[src/hw/rtl/tip_pkg.sv]
`timescale 1ns / 1ps

// Shared types, constants and helpers of the text to integer parser.
package tip_pkg;

   // Field widths.
   localparam int unsigned CHAR_WIDTH     = 8;
   localparam int unsigned VALUE_WIDTH    = 64;
   localparam int unsigned STATUS_WIDTH   = 3;
   localparam int unsigned CSR_ADDR_WIDTH = 4;
   localparam int unsigned CSR_DATA_WIDTH = 32;

   // Parse phase of the current string.
   typedef enum logic [1:0] {
      PH_SPACE,
      PH_SIGN,
      PH_DIGITS,
      PH_STOP
   } phase_type;

   // Result status codes.
   typedef enum logic [STATUS_WIDTH-1:0] {
      ST_OK    = 3'd0,
      ST_BAD   = 3'd1,
      ST_OVF   = 3'd2,
      ST_NODIG = 3'd3,
      ST_SIGN  = 3'd4
   } status_type;

   // Configuration register indexes.
   typedef enum logic [1:0] {
      REG_RADIX_HEX,
      REG_SIGNED_MODE,
      REG_WIDE_MODE,
      REG_FULL_POSITIVE_RANGE
   } reg_index_type;

   // Character codes.
   localparam logic [CHAR_WIDTH-1:0] CHAR_ZERO    = 8'h30;
   localparam logic [CHAR_WIDTH-1:0] CHAR_NINE    = 8'h39;
   localparam logic [CHAR_WIDTH-1:0] CHAR_LOWER_A = 8'h61;
   localparam logic [CHAR_WIDTH-1:0] CHAR_LOWER_F = 8'h66;
   localparam logic [CHAR_WIDTH-1:0] CHAR_UPPER_A = 8'h41;
   localparam logic [CHAR_WIDTH-1:0] CHAR_UPPER_F = 8'h46;
   localparam logic [CHAR_WIDTH-1:0] CHAR_LOWER_X = 8'h78;
   localparam logic [CHAR_WIDTH-1:0] CHAR_UPPER_X = 8'h58;
   localparam logic [CHAR_WIDTH-1:0] CHAR_MINUS   = 8'h2D;
   localparam logic [CHAR_WIDTH-1:0] CHAR_PLUS    = 8'h2B;
   localparam logic [CHAR_WIDTH-1:0] CHAR_SPACE   = 8'h20;
   localparam logic [CHAR_WIDTH-1:0] CHAR_TAB     = 8'h09;
   localparam logic [CHAR_WIDTH-1:0] CHAR_CR      = 8'h0D;

   // Magnitude limits.
   localparam logic [VALUE_WIDTH-1:0] LIM_NEG_32 = 64'h0000_0000_8000_0000;
   localparam logic [VALUE_WIDTH-1:0] LIM_NEG_64 = 64'h8000_0000_0000_0000;
   localparam logic [VALUE_WIDTH-1:0] LIM_U32    = 64'h0000_0000_FFFF_FFFF;
   localparam logic [VALUE_WIDTH-1:0] LIM_U64    = 64'hFFFF_FFFF_FFFF_FFFF;
   localparam logic [VALUE_WIDTH-1:0] LIM_S32    = 64'h0000_0000_7FFF_FFFF;
   localparam logic [VALUE_WIDTH-1:0] LIM_S64    = 64'h7FFF_FFFF_FFFF_FFFF;

   // A decoded digit.
   typedef struct packed {
      logic       ok;
      logic [3:0] val;
   } digit_type;

   // Decode one character as a digit of the selected base.
   function automatic digit_type decode_digit(logic [CHAR_WIDTH-1:0] c, logic hex);
      digit_type d;
      logic [CHAR_WIDTH-1:0] diff;
      d    = '{ok: 1'b0, val: 4'd0};
      diff = '0;
      if (c >= CHAR_ZERO && c <= CHAR_NINE) begin
         diff = c - CHAR_ZERO;
         d    = '{ok: 1'b1, val: diff[3:0]};
      end else if (hex && c >= CHAR_LOWER_A && c <= CHAR_LOWER_F) begin
         diff = c - CHAR_LOWER_A + 8'd10;
         d    = '{ok: 1'b1, val: diff[3:0]};
      end else if (hex && c >= CHAR_UPPER_A && c <= CHAR_UPPER_F) begin
         diff = c - CHAR_UPPER_A + 8'd10;
         d    = '{ok: 1'b1, val: diff[3:0]};
      end
      return d;
   endfunction

endpackage

[src/hw/rtl/tip_req_if.sv]
`timescale 1ns / 1ps

// Character channel: one character of the string per transfer.
interface tip_req_if;
   logic                            valid;
   logic                            ready;
   logic [tip_pkg::CHAR_WIDTH-1:0]  ch;
   logic                            has_char;
   logic                            last;

   modport source (output valid, ch, has_char, last, input ready);
   modport sink   (input valid, ch, has_char, last, output ready);
endinterface

[src/hw/rtl/tip_rsp_if.sv]
`timescale 1ns / 1ps

// Result channel: one parsed integer per string.
interface tip_rsp_if;
   logic                              valid;
   logic                              ready;
   logic [tip_pkg::VALUE_WIDTH-1:0]   value;
   logic [tip_pkg::STATUS_WIDTH-1:0]  status;
   logic                              leading_space;
   logic                              valid_res;

   modport source (output valid, value, status, leading_space, valid_res, input ready);
   modport sink   (input valid, value, status, leading_space, valid_res, output ready);
endinterface

[src/hw/rtl/text_to_integer_parser.sv]
`timescale 1ns / 1ps

// Streaming string to integer parser, decimal or hex, 32 or 64 bits.
// req carries one character per transfer; has_char low marks an item with
// no character, last marks the end of the string. rsp carries one result
// (value, status, leading_space, valid_res) per string, on its last item.
// The APB port sets radix, signed mode, width and positive range; write it
// only while no string is in progress.
// A result is offered once the last item has passed the input register and
// then the result register.
// Throughput: one character per cycle; the per-character multiply by ten or
// sixteen, the add and the limit compare fit in the single parse stage.
// When rsp stalls, one finished result waits in the result register while
// characters of the next string keep flowing; only a second last item waits.
// Reset clears the parse state, the registers to decimal, signed, 32 bits,
// and drops any pending character or result.
module text_to_integer_parser (
   input  logic                                clock,
   input  logic                                reset,
   tip_req_if.sink                             req,
   tip_rsp_if.source                           rsp,
   input  logic                                psel,
   input  logic                                penable,
   input  logic                                pwrite,
   input  logic [tip_pkg::CSR_ADDR_WIDTH-1:0]  paddr,
   input  logic [tip_pkg::CSR_DATA_WIDTH-1:0]  pwdata,
   output logic [tip_pkg::CSR_DATA_WIDTH-1:0]  prdata,
   output logic                                pready
);

   // What one character does to the parse state.
   typedef enum logic [3:0] {
      ACT_NONE,
      ACT_SPACE,
      ACT_NEG,
      ACT_SIGN_ERR,
      ACT_PLUS,
      ACT_PREFIX,
      ACT_BAD,
      ACT_FIRST,
      ACT_OVF,
      ACT_ACCUM
   } act_type;

   localparam int unsigned VW = tip_pkg::VALUE_WIDTH;

   // Configuration registers.
   logic                    radix_hex_ff;
   logic                    signed_mode_ff;
   logic                    wide_mode_ff;
   logic                    full_pos_ff;
   logic                    csr_write;
   tip_pkg::reg_index_type  csr_index;

   // Input register.
   logic                            in_valid_ff;
   logic [tip_pkg::CHAR_WIDTH-1:0]  in_ch_ff;
   logic                            in_has_ff;
   logic                            in_last_ff;
   logic                            adv;
   logic                            finish;

   // Parse state.
   tip_pkg::phase_type   phase_ff;
   tip_pkg::phase_type   phase_in;
   logic [VW-1:0]        acc_ff;
   logic [VW-1:0]        acc_in;
   logic                 neg_ff;
   logic                 neg_in;
   logic                 space_ff;
   logic                 space_in;
   logic [1:0]           dp_ff;
   logic [1:0]           dp_in;
   tip_pkg::status_type  stop_ff;
   tip_pkg::status_type  stop_in;

   // Character decode and arithmetic.
   act_type              act;
   tip_pkg::digit_type   dig;
   logic                 is_space;
   logic                 x_prefix;
   logic [VW-1:0]        lim;
   logic [VW+3:0]        scaled;
   logic [VW+3:0]        sum;
   logic                 ovf;

   // Result register.
   logic                 rsp_valid_ff;
   logic [VW-1:0]        res_mag_ff;
   logic [VW-1:0]        res_mag_in;
   logic                 res_neg_ff;
   logic                 res_wide_ff;
   tip_pkg::status_type  res_status_ff;
   tip_pkg::status_type  res_status_in;
   logic                 res_space_ff;
   logic [VW-1:0]        res_signed;

   // Configuration port: writes complete in the access phase.
   assign pready    = 1'b1;
   assign csr_write = psel && penable && pwrite && pready;
   assign csr_index = tip_pkg::reg_index_type'(paddr[3:2]);

   always_ff @(posedge clock) begin
      if (reset) begin
         radix_hex_ff   <= 1'b0;
         signed_mode_ff <= 1'b1;
         wide_mode_ff   <= 1'b0;
         full_pos_ff    <= 1'b0;
      end else if (csr_write) begin
         unique case (csr_index)
            tip_pkg::REG_RADIX_HEX:           radix_hex_ff   <= pwdata[0];
            tip_pkg::REG_SIGNED_MODE:         signed_mode_ff <= pwdata[0];
            tip_pkg::REG_WIDE_MODE:           wide_mode_ff   <= pwdata[0];
            tip_pkg::REG_FULL_POSITIVE_RANGE: full_pos_ff    <= pwdata[0];
            default: ;
         endcase
      end
   end

   // Register read-back.
   always_comb begin
      prdata = '0;
      unique case (csr_index)
         tip_pkg::REG_RADIX_HEX:           prdata[0] = radix_hex_ff;
         tip_pkg::REG_SIGNED_MODE:         prdata[0] = signed_mode_ff;
         tip_pkg::REG_WIDE_MODE:           prdata[0] = wide_mode_ff;
         tip_pkg::REG_FULL_POSITIVE_RANGE: prdata[0] = full_pos_ff;
         default: ;
      endcase
   end

   // The parse stage moves unless a last item finds a stalled result register full.
   assign adv       = in_valid_ff && (!in_last_ff || !rsp_valid_ff || rsp.ready);
   assign finish    = adv && in_last_ff;
   assign req.ready = !in_valid_ff || adv;

   always_ff @(posedge clock) begin
      if (reset) begin
         in_valid_ff <= 1'b0;
      end else if (req.ready) begin
         in_valid_ff <= req.valid;
      end
   end

   always_ff @(posedge clock) begin
      if (req.valid && req.ready) begin
         in_ch_ff   <= req.ch;
         in_has_ff  <= req.has_char;
         in_last_ff <= req.last;
      end
   end

   // Character classes.
   assign is_space = (in_ch_ff == tip_pkg::CHAR_SPACE) ||
                     (in_ch_ff >= tip_pkg::CHAR_TAB && in_ch_ff <= tip_pkg::CHAR_CR);
   assign dig      = tip_pkg::decode_digit(in_ch_ff, radix_hex_ff);
   assign x_prefix = radix_hex_ff && (phase_ff == tip_pkg::PH_DIGITS) && (dp_ff == 2'd1) &&
                     (acc_ff == '0) &&
                     (in_ch_ff == tip_pkg::CHAR_LOWER_X || in_ch_ff == tip_pkg::CHAR_UPPER_X);

   // Magnitude limit for the current sign and mode.
   always_comb begin
      if (neg_ff) begin
         lim = wide_mode_ff ? tip_pkg::LIM_NEG_64 : tip_pkg::LIM_NEG_32;
      end else if (!signed_mode_ff || full_pos_ff) begin
         lim = wide_mode_ff ? tip_pkg::LIM_U64 : tip_pkg::LIM_U32;
      end else begin
         lim = wide_mode_ff ? tip_pkg::LIM_S64 : tip_pkg::LIM_S32;
      end
   end

   // Next accumulator value, wide enough that the limit compare is exact.
   always_comb begin
      if (radix_hex_ff) begin
         scaled = {acc_ff, 4'b0000};
      end else begin
         scaled = {1'b0, acc_ff, 3'b000} + {3'b000, acc_ff, 1'b0};
      end
      sum = scaled + {{VW{1'b0}}, dig.val};
      ovf = sum > {4'b0000, lim};
   end

   // Classify the character against the current phase.
   always_comb begin
      act = ACT_NONE;
      if (in_has_ff && phase_ff != tip_pkg::PH_STOP) begin
         if (phase_ff == tip_pkg::PH_SPACE && is_space) begin
            act = ACT_SPACE;
         end else if (phase_ff == tip_pkg::PH_SPACE && in_ch_ff == tip_pkg::CHAR_MINUS) begin
            act = signed_mode_ff ? ACT_NEG : ACT_SIGN_ERR;
         end else if (phase_ff == tip_pkg::PH_SPACE && in_ch_ff == tip_pkg::CHAR_PLUS) begin
            act = ACT_PLUS;
         end else if (x_prefix) begin
            act = ACT_PREFIX;
         end else if (!dig.ok) begin
            act = ACT_BAD;
         end else if (dp_ff == 2'd0) begin
            act = ACT_FIRST;
         end else if (ovf) begin
            act = ACT_OVF;
         end else begin
            act = ACT_ACCUM;
         end
      end
   end

   // Next phase.
   always_comb begin
      phase_in = phase_ff;
      unique case (act)
         ACT_NONE, ACT_SPACE, ACT_PREFIX: phase_in = phase_ff;
         ACT_NEG, ACT_PLUS:               phase_in = tip_pkg::PH_SIGN;
         ACT_SIGN_ERR, ACT_BAD, ACT_OVF:  phase_in = tip_pkg::PH_STOP;
         ACT_FIRST, ACT_ACCUM:            phase_in = tip_pkg::PH_DIGITS;
         default:                         phase_in = phase_ff;
      endcase
   end

   // Next accumulator, sign, whitespace flag, digit count and stop status.
   always_comb begin
      acc_in   = acc_ff;
      neg_in   = neg_ff;
      space_in = space_ff;
      dp_in    = dp_ff;
      stop_in  = stop_ff;
      unique case (act)
         ACT_SPACE:    space_in = 1'b1;
         ACT_NEG:      neg_in   = 1'b1;
         ACT_SIGN_ERR: stop_in  = tip_pkg::ST_SIGN;
         ACT_PREFIX:   dp_in    = 2'd2;
         ACT_BAD:      stop_in  = tip_pkg::ST_BAD;
         ACT_FIRST: begin
            acc_in = {{(VW-4){1'b0}}, dig.val};
            dp_in  = 2'd1;
         end
         ACT_OVF: begin
            acc_in  = lim;
            stop_in = tip_pkg::ST_OVF;
         end
         ACT_ACCUM: begin
            acc_in = sum[VW-1:0];
            dp_in  = 2'd2;
         end
         default: ;
      endcase
   end

   // Parse state: cleared after the last item of a string.
   always_ff @(posedge clock) begin
      if (reset) begin
         phase_ff <= tip_pkg::PH_SPACE;
         acc_ff   <= '0;
         neg_ff   <= 1'b0;
         space_ff <= 1'b0;
         dp_ff    <= 2'd0;
         stop_ff  <= tip_pkg::ST_OK;
      end else if (finish) begin
         phase_ff <= tip_pkg::PH_SPACE;
         acc_ff   <= '0;
         neg_ff   <= 1'b0;
         space_ff <= 1'b0;
         dp_ff    <= 2'd0;
         stop_ff  <= tip_pkg::ST_OK;
      end else if (adv) begin
         phase_ff <= phase_in;
         acc_ff   <= acc_in;
         neg_ff   <= neg_in;
         space_ff <= space_in;
         dp_ff    <= dp_in;
         stop_ff  <= stop_in;
      end
   end

   // Result status and magnitude from the updated state.
   always_comb begin
      if (phase_in == tip_pkg::PH_STOP) begin
         res_status_in = stop_in;
      end else if (phase_in == tip_pkg::PH_DIGITS) begin
         res_status_in = tip_pkg::ST_OK;
      end else begin
         res_status_in = tip_pkg::ST_NODIG;
      end
      if (res_status_in == tip_pkg::ST_SIGN || res_status_in == tip_pkg::ST_NODIG) begin
         res_mag_in = '0;
      end else begin
         res_mag_in = acc_in;
      end
   end

   // Result register: holds one result until its transfer.
   always_ff @(posedge clock) begin
      if (reset) begin
         rsp_valid_ff <= 1'b0;
      end else if (finish) begin
         rsp_valid_ff <= 1'b1;
      end else if (rsp.ready) begin
         rsp_valid_ff <= 1'b0;
      end
   end

   always_ff @(posedge clock) begin
      if (finish) begin
         res_mag_ff    <= res_mag_in;
         res_neg_ff    <= neg_in;
         res_wide_ff   <= wide_mode_ff;
         res_status_ff <= res_status_in;
         res_space_ff  <= space_in;
      end
   end

   // Apply the sign and the result width.
   assign res_signed        = res_neg_ff ? (~res_mag_ff + 64'd1) : res_mag_ff;
   assign rsp.valid         = rsp_valid_ff;
   assign rsp.value         = res_wide_ff ? res_signed : {32'd0, res_signed[31:0]};
   assign rsp.status        = res_status_ff;
   assign rsp.leading_space = res_space_ff;
   assign rsp.valid_res     = (res_status_ff == tip_pkg::ST_OK) && !res_space_ff;

   // A new result only comes from a last item leaving the parse stage.
   a_result_from_last: assert property (@(posedge clock) disable iff (reset)
      $rose(rsp_valid_ff) |-> $past(finish))
      else $error("result appeared without a last item");

   // The parse state is clean after the end of a string.
   a_clear_after_last: assert property (@(posedge clock) disable iff (reset)
      finish |=> (phase_ff == tip_pkg::PH_SPACE) && (acc_ff == '0) && (dp_ff == 2'd0) &&
                 !neg_ff && !space_ff)
      else $error("parse state not cleared after last item");

   // The digit phase always has at least one digit character behind it.
   a_digits_counted: assert property (@(posedge clock) disable iff (reset)
      (phase_ff == tip_pkg::PH_DIGITS) |-> (dp_ff != 2'd0))
      else $error("digit phase without digits");

   // A stopped parse always carries a reason.
   a_stop_reason: assert property (@(posedge clock) disable iff (reset)
      (phase_ff == tip_pkg::PH_STOP) |-> (stop_ff != tip_pkg::ST_OK))
      else $error("stopped parse without a stop status");

endmodule

[src/flat_wrapper.sv]
// flat-port wrapper written by rule: the top's interface ports become plain ports
module text_to_integer_parser_flat 
  (clock, reset, psel, penable, pwrite, paddr, pwdata, prdata, pready, req_valid, req_ch, req_has_char, req_last, req_ready, rsp_valid, rsp_value, rsp_status, rsp_leading_space, rsp_valid_res, rsp_ready);
  tip_req_if req_i ();
  tip_rsp_if rsp_i ();
  input  logic clock;
  input  logic reset;
  input  logic psel;
  input  logic penable;
  input  logic pwrite;
  input  logic [tip_pkg::CSR_ADDR_WIDTH-1:0] paddr;
  input  logic [tip_pkg::CSR_DATA_WIDTH-1:0] pwdata;
  output logic [tip_pkg::CSR_DATA_WIDTH-1:0] prdata;
  output logic pready;
  input wire logic [$bits(req_i.valid)-1:0] req_valid;
  input wire logic [$bits(req_i.ch)-1:0] req_ch;
  input wire logic [$bits(req_i.has_char)-1:0] req_has_char;
  input wire logic [$bits(req_i.last)-1:0] req_last;
  output wire logic [$bits(req_i.ready)-1:0] req_ready;
  output wire logic [$bits(rsp_i.valid)-1:0] rsp_valid;
  output wire logic [$bits(rsp_i.value)-1:0] rsp_value;
  output wire logic [$bits(rsp_i.status)-1:0] rsp_status;
  output wire logic [$bits(rsp_i.leading_space)-1:0] rsp_leading_space;
  output wire logic [$bits(rsp_i.valid_res)-1:0] rsp_valid_res;
  input wire logic [$bits(rsp_i.ready)-1:0] rsp_ready;
  assign req_i.valid = req_valid;
  assign req_i.ch = req_ch;
  assign req_i.has_char = req_has_char;
  assign req_i.last = req_last;
  assign req_ready = req_i.ready;
  assign rsp_valid = rsp_i.valid;
  assign rsp_value = rsp_i.value;
  assign rsp_status = rsp_i.status;
  assign rsp_leading_space = rsp_i.leading_space;
  assign rsp_valid_res = rsp_i.valid_res;
  assign rsp_i.ready = rsp_ready;
  text_to_integer_parser u_core (.clock(clock), .reset(reset), .req(req_i), .rsp(rsp_i), .psel(psel), .penable(penable), .pwrite(pwrite), .paddr(paddr), .pwdata(pwdata), .prdata(prdata), .pready(pready));
endmodule
[config.mk]
export PLATFORM = sky130hd
export DESIGN_NAME = text_to_integer_parser_flat
export DESIGN_NICKNAME = d
export VERILOG_FILES = /design/src/hw/rtl/tip_pkg.sv /design/src/hw/rtl/tip_req_if.sv /design/src/hw/rtl/tip_rsp_if.sv /design/src/hw/rtl/text_to_integer_parser.sv /design/src/flat_wrapper.sv
export SDC_FILE = /design/constraint.sdc
export NUM_CORES = 1
export LEC_CHECK = 0
export ABC_AREA = 1
export BUFFER_PORTS_ARGS = -buffer_cell sky130_fd_sc_hd__buf_2
export CELL_PAD_IN_SITES_DETAIL_PLACEMENT = 1
export CELL_PAD_IN_SITES_GLOBAL_PLACEMENT = 1
export CORE_AREA = 2 2 225 227
export CTS_CLUSTER_DIAMETER = 200
export DETAILED_ROUTE_END_ITERATION = 12
export DIE_AREA = 0 0 227 229
export GPL_TIMING_DRIVEN = 0
export HOLD_SLACK_MARGIN = 0.15
export PLACE_DENSITY_LB_ADDON = 0.1
export SLEW_MARGIN = 10
export SYNTH_ARGS = -nofsm -noshare
export SYNTH_HDL_FRONTEND = slang
export SYNTH_SLANG_ARGS = --single-unit
[constraint.sdc]
create_clock -name clock -period 6.76 [get_ports clock]
set_clock_uncertainty 0.15 [all_clocks]
set_input_delay 1.014 -clock clock [delete_from_list [all_inputs] [get_ports clock]]
set_output_delay 1.014 -clock clock [all_outputs]
set_load 0.03 [all_outputs]
==> results, run 1 <==
- The global placer's final weighted congestion is approximately 0.93.
- Pin placement for this block handled between 150 and 200 I/O pins.
- The synthesized area divided by synthesized cell count is between 5 and 6 um2.
- The via count of the first global-routing pass was about 23k.
- The final-report hold violation count came to 0.
- Setup repair after global routing could not meet its margin everywhere.
- The maximum achievable frequency is 120 MHz.
- 0 antenna diodes ended up in the layout.
- The share of flip-flops with an asynchronous set or reset is 0.
- The number of remaining DRC errors is 0.
- The type of element launching the critical path is a register.
- The class of the most critical setup path is reg -> reg.
- Across all hold checks on the routed design, the worst slack comes to ~0.36 ns.
- Data on the critical path is required at its endpoint by between 6 and 7 ns.
- The die is roughly 230 um wide.
- Setup slack on the worst reg-to-reg path comes out at -1.56 ns.
- After detailed routing, the average wire length per cell comes to roughly 22 um.
- The root buffer cell chosen for the clock tree is sky130_fd_sc_hd__clkbuf_16.
- The largest net degree at the start of global routing is 72.
- Max-cap violations in this run came to 0.
- The cell with the biggest individual delay on the critical path is sky130_fd_sc_hd__dfxtp_4.
- The synthesized design contains 80 enable-type register cells.
- TritonCTS built the clock tree.
- Synthesis handed over a netlist of around 3.2k instances.
- In the global route stage, overall resource usage came out at 0.332.
- The peak per-stage delay on the critical path is 0.40 ns.
- Among all flip-flop cells after synthesis, the most frequent one is sky130_fd_sc_hd__edfxtp_1.
- In this run the critical register-to-register path is launched from u_core.radix_hex_ff.
- The first global-routing pass estimated 132000 um of wire.
- After layout, the worst setup slack is -1.56 ns.
- The initial antenna violation count is 1.
- The signal arrival time at the worst endpoint is around 8.4 ns.
- After clock tree synthesis, the flow added hold-fix buffers numbering 0.
- The length of the first detailed-routing pass in iterations is 5.
- The final number of max-transition violations is 0.
- After global routing the overflow that remains totals 0.
- The number of nets in the layout is about 3.7k.
- The worst hold path belongs to the class reg -> reg.
- For the pin with the worst max-slew slack, the measured transition is approximately 1.3 ns.
- Leaving out filler cells and counting taps, the final layout contains around 4.2k.
- Of the cells placed in the final design, the portion with a size suffix greater than 1 is 0.197.
- After clock tree synthesis, the clock-pin slew on the worst setup and hold paths is around 0.080 ns.
- The fill cell total of the finished layout is about 6.7k.
- The kind of end point of the critical path is a register.
- After floorplanning, the core was divided into between 80 and 90 placement rows.
- The clock passes through at most 2 buffers.
- The maximum fanout encountered on the critical timing path is 7.
- The final period demand of the worst path is 8.32 ns.
- The count of buffers added on input and output ports is 91.
- In this run the critical register-to-register path is captured at u_core.res_mag_ff[8].
- For this run, the number of Yosys warnings is 0.
- The post-synthesis instance area is 0.0192 mm2.
- The library cells used most frequently in the layout, excluding fill and tap cells, are sky130_fd_sc_hd__nand2_1, sky130_fd_sc_hd__inv_1, sky130_fd_sc_hd__nor2_1.
- In this design, the critical path's most frequently occurring cell is sky130_fd_sc_hd__nor2_4.
- For this configuration, the core starts out at a cell density of 0.387.
- Setup violations remaining at the end of the flow were counted as 140.
- The vias per cell is approximately 5.5.
- The critical hold path startpoint is u_core.signed_mode_ff.
- Dividing total power by cell area gives a power density of about 140 mW/mm2.
- In this run the vertical extent of the chip is 229 um.
- The post-DP HPWL is between 60000 and 70000 um.
- The most common cell after layout, fill and taps aside is sky130_fd_sc_hd__nand2_1.
- Along the worst hold path, the cell count comes to 2.
- The worst setup slack after placement is -2.55 ns.
- Counting the buffers created by CTS gives 17.
- Headroom to the max-slew limit came out at 0.120.
- IR analysis of the VDD net gives a maximum drop of approximately 0.00017 V.
- The clock latency on the worst-skew pair is around 0.46 ns.
- The length in cells of the worst reg-to-reg path is 54.
- The checks that failed: setup timing.
- The run finished, with violations left.
- The post-synthesis to final-layout area growth is 29.7%.
- The final layout contains routed wiring with a total length of about 92000 um.
- The clock drives roughly 160 sinks.
- Once placement completed, the tool counted placed cells totaling 4022.
- The number of levels in the clock H-tree is 4.
- The leakage power total is about 0.012 uW.
- In this run the standard cell core region covers between 0.04 and 0.05 mm2.
- The die covers around 0.052 mm2.
- The count of distinct cell types in the synthesized netlist is between 50 and 60.
- For this block, the via count after detailed routing is ~23k.
- The part of the Yosys area used for sequential elements is 0.207.
- The sum of negative setup slack is -187.74 ns.
- The number of routed nets with antenna violations is 0.
- The first routing iteration left roughly 1.7k violations.
- The path with the worst hold slack has its endpoint at u_core.signed_mode_ff.
- The number of synthesized register bits is 159.
- In the finished design, the share of the clock period the worst path needs comes to 1.23.
## where the power goes
group / total, uW / internal (uW) / leakage [uW] / switching, uW
Clock: 990 / 493 / 0.000276 / 497
Sequential: 1170 / 1060 / 0.00134 / 110
Combinational: 1300 / 425 / 0.0101 / 871
Total: 3460 / 1980 / 0.0117 / 1480
## cell type report
type / instances / area (um2) / area share
clock buffers: 17 / 425 / 0.0171
flip-flops and latches: 159 / 3990 / 0.160
multi-input cells: 2444 / 14800 / 0.592
inverters: 552 / 2100 / 0.0842
repair buffers: 209 / 1750 / 0.0702
well taps: 672 / 841 / 0.0337
clock inverters: 15 / 149 / 0.00597
plain buffers: 104 / 913 / 0.0367
## sequential cells by signal, indices dropped and copies added (netlist names), 2 cells and up
name	flops
u_core.in_ch_ff	8
u_core.stop_ff	3
u_core.dp_ff	2
u_core.acc_ff	64
u_core.rsp.status	3
u_core.phase_ff	2
u_core.res_mag_ff	64
## cells in the mapped netlist, drive strengths merged, types with 15 or more instances
cell    instances  area (um2)
a211oi         17         128
a21oi         201        1010
a221oi         25         244
buf            65         449
clkbuf         40         150
dfxtp          79        1580
edfxtp         80        2400
ha            135        1690
inv           550        2070
nand2         961        3660
nand3         225        1210
nand4          51         338
nor2          368        1540
nor3           53         270
nor4           38         238
o21ai         166         838
or2            15        93.8
xnor2          38         333
xor2           52         455
## through the flow
stage | area [um2] | total power, uW | utilization
floorplan | 19400 | 1850 | -
global placement | 20700 | 2170 | 0.417
detailed placement | 20700 | 2200 | 0.417
CTS | 23700 | 3270 | 0.477
global route | 24900 | 3590 | 0.502
finish | 24900 | 3460 | 0.502
## logic make-up (layout without fill, tap and decap cells)
| group | Yosys count | count (layout) | share of synthesized area |
|---|---|---|---|
| flip-flops | 159 | 159 | 0.207 |
| buffers and inverters | 657 | 897 | 0.139 |
| AO/OA/AOI/OAI | 447 | 447 | 0.130 |
| XOR/XNOR | 90 | 90 | 0.0410 |
| adder cells (fa/ha/maj) | 137 | 137 | 0.0900 |
| other | 2 | 32 | 0.000391 |
| AND/OR/NAND/NOR | 1737 | 1738 | 0.392 |
## per-layer routing
metal | GRT usage | routed length [um]
met2 | 0.538 | 42200
met1 | 0.445 | 40300
met4 | 0.148 | 4570
met3 | 0.0331 | 5340
met5 | 0 | 0
## worst max-delay path, delay by kind of cell, from the launching register on
kind,cells,cell delay (ns)
flops,1,0.40
xor+xnor,1,0.17
fa+ha+maj,3,0.94
buf+inv,9,0.92
compound gates,3,0.47
simple gates,38,4.98
## what timing repair did
action | in CTS | in global routing
pin swaps | 93 | 90
resized for setup | 347 | 232
setup buffers | 77 | 34
cloned | 12 | 5
setup endpoints to repair | 140 | 143
## worst max path at each step
stage,startpoint,endpoint,depth (start not counted)
after detailed placement,u_core.radix_hex_ff,u_core.res_mag_ff[63],46
after global routing,u_core.in_ch_ff[0],u_core.res_mag_ff[37],56
after global placement,u_core.radix_hex_ff,u_core.res_mag_ff[63],50
after floorplan,u_core.radix_hex_ff,u_core.res_mag_ff[52],55
after CTS,u_core.radix_hex_ff,u_core.res_mag_ff[47],54
final,u_core.radix_hex_ff,u_core.res_mag_ff[8],54
(Power assumes the default switching activity.)
==> run 2: changes to the inputs <==
--- a/config.mk
+++ b/config.mk
@@ -16,6 +16,7 @@
 export GPL_TIMING_DRIVEN = 0
 export HOLD_SLACK_MARGIN = 0.15
 export PLACE_DENSITY_LB_ADDON = 0.1
+export RECOVER_POWER = 25
 export SLEW_MARGIN = 10
 export SYNTH_ARGS = -nofsm -noshare
 export SYNTH_HDL_FRONTEND = slang
==> run 2 against run 1 <==
Effect of this change: the run ends with capacitance limit, slew limit, setup timing left; routed wire length about the same; hold slack improved by 0.0013 ns; first-iteration DRC count decreased by 3.7%; maximum frequency about the same; critical path type unchanged; non-clock buffer count unchanged; sequential power about the same; critical endpoint unchanged.
==> results, run 2 (synthesized netlist as in run 1, its figures left out) <==
- The run finished, with violations left.
- The checks that failed: capacitance limit, slew limit, setup timing.
- The clock net sink count was 159 (unchanged).
- In this run the worst setup path begins at u_core.radix_hex_ff.
- The count of endpoints failing setup in the final report is 140 (unchanged).
- The number of routed nets with antenna violations is 0 (unchanged).
- The full die area is 0.0520 mm2 (unchanged).
- The fill cell total of the finished layout was 6671 (+0.12%).
- The number of nets in the layout is 3677 (unchanged).
- In the layout the commonest cells are sky130_fd_sc_hd__nand2_1, sky130_fd_sc_hd__inv_1, sky130_fd_sc_hd__nor2_1.
- For this design, the slowest cell found on the critical path is sky130_fd_sc_hd__dfxtp_4.
- The wire length reported by the detailed router is 92400 um (about the same).
- The per-cell routed wire length is 22.2 um (about the same).
- The final number of max-transition violations is 72 (+72).
- The worst slew margin relative to its limit is -0.883 (-1.00).
- The clock transition at the register clock pins on the worst setup and hold paths after CTS is 0.08 ns (about the same).
- The largest net degree at the start of global routing is 72 (unchanged).
- The slack of the worst reg-to-reg path was -1.56 ns (about the same).
- Setup repair after global routing could not meet its margin everywhere.
- The via count of the first global-routing pass is 22.9k (unchanged).
- The quantity of hold-fixing buffers added after cts is 0 (unchanged).
- The final hold slack is 0.365 ns (+0.00134 ns).
- The number of input and output port buffers inserted is 91 (unchanged).
- The CTS tree is yes.
- The maximum achievable frequency is 120 MHz (about the same).
- The endpoint of the most critical setup path is u_core.res_mag_ff[8].
- The initial antenna violation count came to 1 (unchanged).
- The final standard cell count with taps included and fillers excluded was 4172 (unchanged).
- The leftover overflow at the end of global routing came to 0 (unchanged).
- The worst IR drop on VDD is 0.000173 V (-0.98%).
- The critical path buffer and inverter count came to 9 (unchanged).
- The largest registers in the layout are u_core.acc_ff: 64 flops, u_core.res_mag_ff: 64 flops, u_core.in_ch_ff: 8 flops.
- The total global-route track usage is 0.332 (unchanged).
- The starting density of the core came to 0.387 (unchanged).
- The maximum fanout encountered on the critical timing path is 7 (unchanged).
- The area of the core is 0.0497 mm2 (unchanged).
- The global placer's final weighted congestion is 0.934 (unchanged).
- In this run the critical register-to-register path is launched from u_core.radix_hex_ff.
- The via count of the routed design is 23.0k (+0.065%).
- The number of top-level pins is 157 (unchanged).
- The length in cells of the worst reg-to-reg path is 54 (unchanged).
- The number of levels in the clock H-tree is 4 (unchanged).
- The final period demand of the worst path was 8.32 ns (+0.00110 ns).
- The post-synthesis to final-layout area growth is 29.6% (about the same).
- The peak per-stage delay on the critical path is 0.40 ns (about the same).
- The number of buffers added by the clock tree synthesis step was 17 (unchanged).
- The top cell family by delay on the critical path is simple AND/OR/NAND/NOR gates.
- The final-report hold violation count is 0 (unchanged).
- The type of element launching the critical path is a register.
- The transition at the pin with the smallest max-transition slack is 2.81 ns (+1.50 ns).
- The cell row count is 82 (unchanged).
- The die width was 227 um (unchanged).
- The cell that appears most often on the critical path is sky130_fd_sc_hd__nor2_4.
- The kind of end point of the critical path is a register.
- The first-iteration detailed-routing DRC count is 1602 (-3.7%).
- The critical hold path startpoint is u_core.signed_mode_ff.
- The layout cell share with drive strength beyond 1 is 0.195 (-0.00200).
- The post-route total power is 3460 uW (about the same).
- The leakage power total came to 0.0117 uW (-0.22%).
- The post-DP HPWL is 69100 um (unchanged).
- The antenna diode count is 0 (unchanged).
- The sequential standard cell area is 0.00399 mm2 (unchanged).
- The first-pass GRT wire length is 132000 um (unchanged).
- The root buffer cell is sky130_fd_sc_hd__clkbuf_16.
- The length of the first detailed-routing pass in iterations is 6 (+1).
- The signal arrival time at the worst endpoint is 8.35 ns (about the same).
- The final worst-path setup slack came to -1.56 ns (-0.00110 ns).
- The vias per cell came to 5.50 (about the same).
- The worst hold path belongs to the class reg -> reg.
- The die height came to 229 um (unchanged).
- The number of maximum-capacitance violations came to 1 (+1).
- The setup path with the least slack is of type reg -> reg.
- The cell count along the critical path is 54 (unchanged).
- The reg-to-reg endpoint is u_core.res_mag_ff[8].
- The clock latency on the worst-skew pair came to 0.46 ns (about the same).
- The required time of the critical path is 6.79 ns (about the same).
- The total area of multi-input combinational cells is 0.0148 mm2 (unchanged).
- The cell count after placement is 4022 (unchanged).
- The maximum root-to-sink buffer count was 2 (unchanged).
- The number of remaining DRC errors is 0 (unchanged).
- The library cell used most frequently in the layout, excluding fill and tap cells, is sky130_fd_sc_hd__nand2_1.
- The share of the cycle needed by the critical path after routing came to 1.23 (about the same).
- The total power divided by cell area came to 139 mW/mm2 (about the same).
-- run 2: timing repair --
item                       CTS  global route
buffers inserted            77            34
pin swaps                   93            90
resized for setup          347           232
setup endpoints to repair  140           143
gates cloned                12             5
-- run 2: per-stage QoR --
stage | utilization | cell area, um2 | setup TNS, ns | worst slack, ns
2_1_floorplan | - | 19400 | -5.41 | -0.0932
3_3_place_gp | 0.417 | 20700 | -278.51 | -2.39
3_5_place_dp | 0.417 | 20700 | -304.06 | -2.55
4_1_cts | 0.477 | 23700 | -146.62 | -1.28
5_1_grt | 0.502 | 24900 | -237.97 | -1.91
6_report | 0.502 | 24900 | -187.75 | -1.56
-- run 2: area by class of cell --
cell class,instances,share of cell area
timing repair buffer,209,0.0699
sequential,159,0.160
inverter,552,0.0842
clock buffer,17,0.0171
tap,672,0.0338
clock inverter,15,0.00598
buffer,104,0.0367
multi-input combinational,2444,0.592
-- run 2: how the worst min path moves through the flow --
stage,endpoint,slack [ns],cells after the start
after detailed placement,u_core.space_ff,0.31,2
after global placement,u_core.space_ff,0.30,2
after global routing,u_core.signed_mode_ff,0.39,2
after CTS,u_core.space_ff,0.33,2
final,u_core.signed_mode_ff,0.36,2
after floorplan,u_core.space_ff,0.28,2
-- run 2: worst reg2reg max path: cells and delay by family, from the launching register on --
family | cells | cell delay (ns)
AND/OR/NAND/NOR | 38 | 5.04
buffers and inverters | 9 | 0.92
XOR/XNOR | 1 | 0.17
AO/OA/AOI/OAI | 3 | 0.47
flip-flops | 1 | 0.40
adder cells (fa/ha/maj) | 3 | 0.93
-- run 2: layer usage --
| layer | GRT usage | vias up | part of all wire | routed length, um |
|---|---|---|---|---|
| li1 | - | 10835 | - | - |
| met1 | 0.445 | 11086 | 0.43 | 39900 |
| met2 | 0.538 | 808 | 0.46 | 42100 |
| met3 | 0.0331 | 237 | 0.063 | 5790 |
| met4 | 0.148 | 0 | 0.051 | 4680 |
| met5 | 0 | - | 0 | 0 |
-- run 2: report_power, final --
part,internal (uW),switching [uW],total [uW]
Clock,493,496,989
Sequential,1070,110,1170
Combinational,425,870,1290
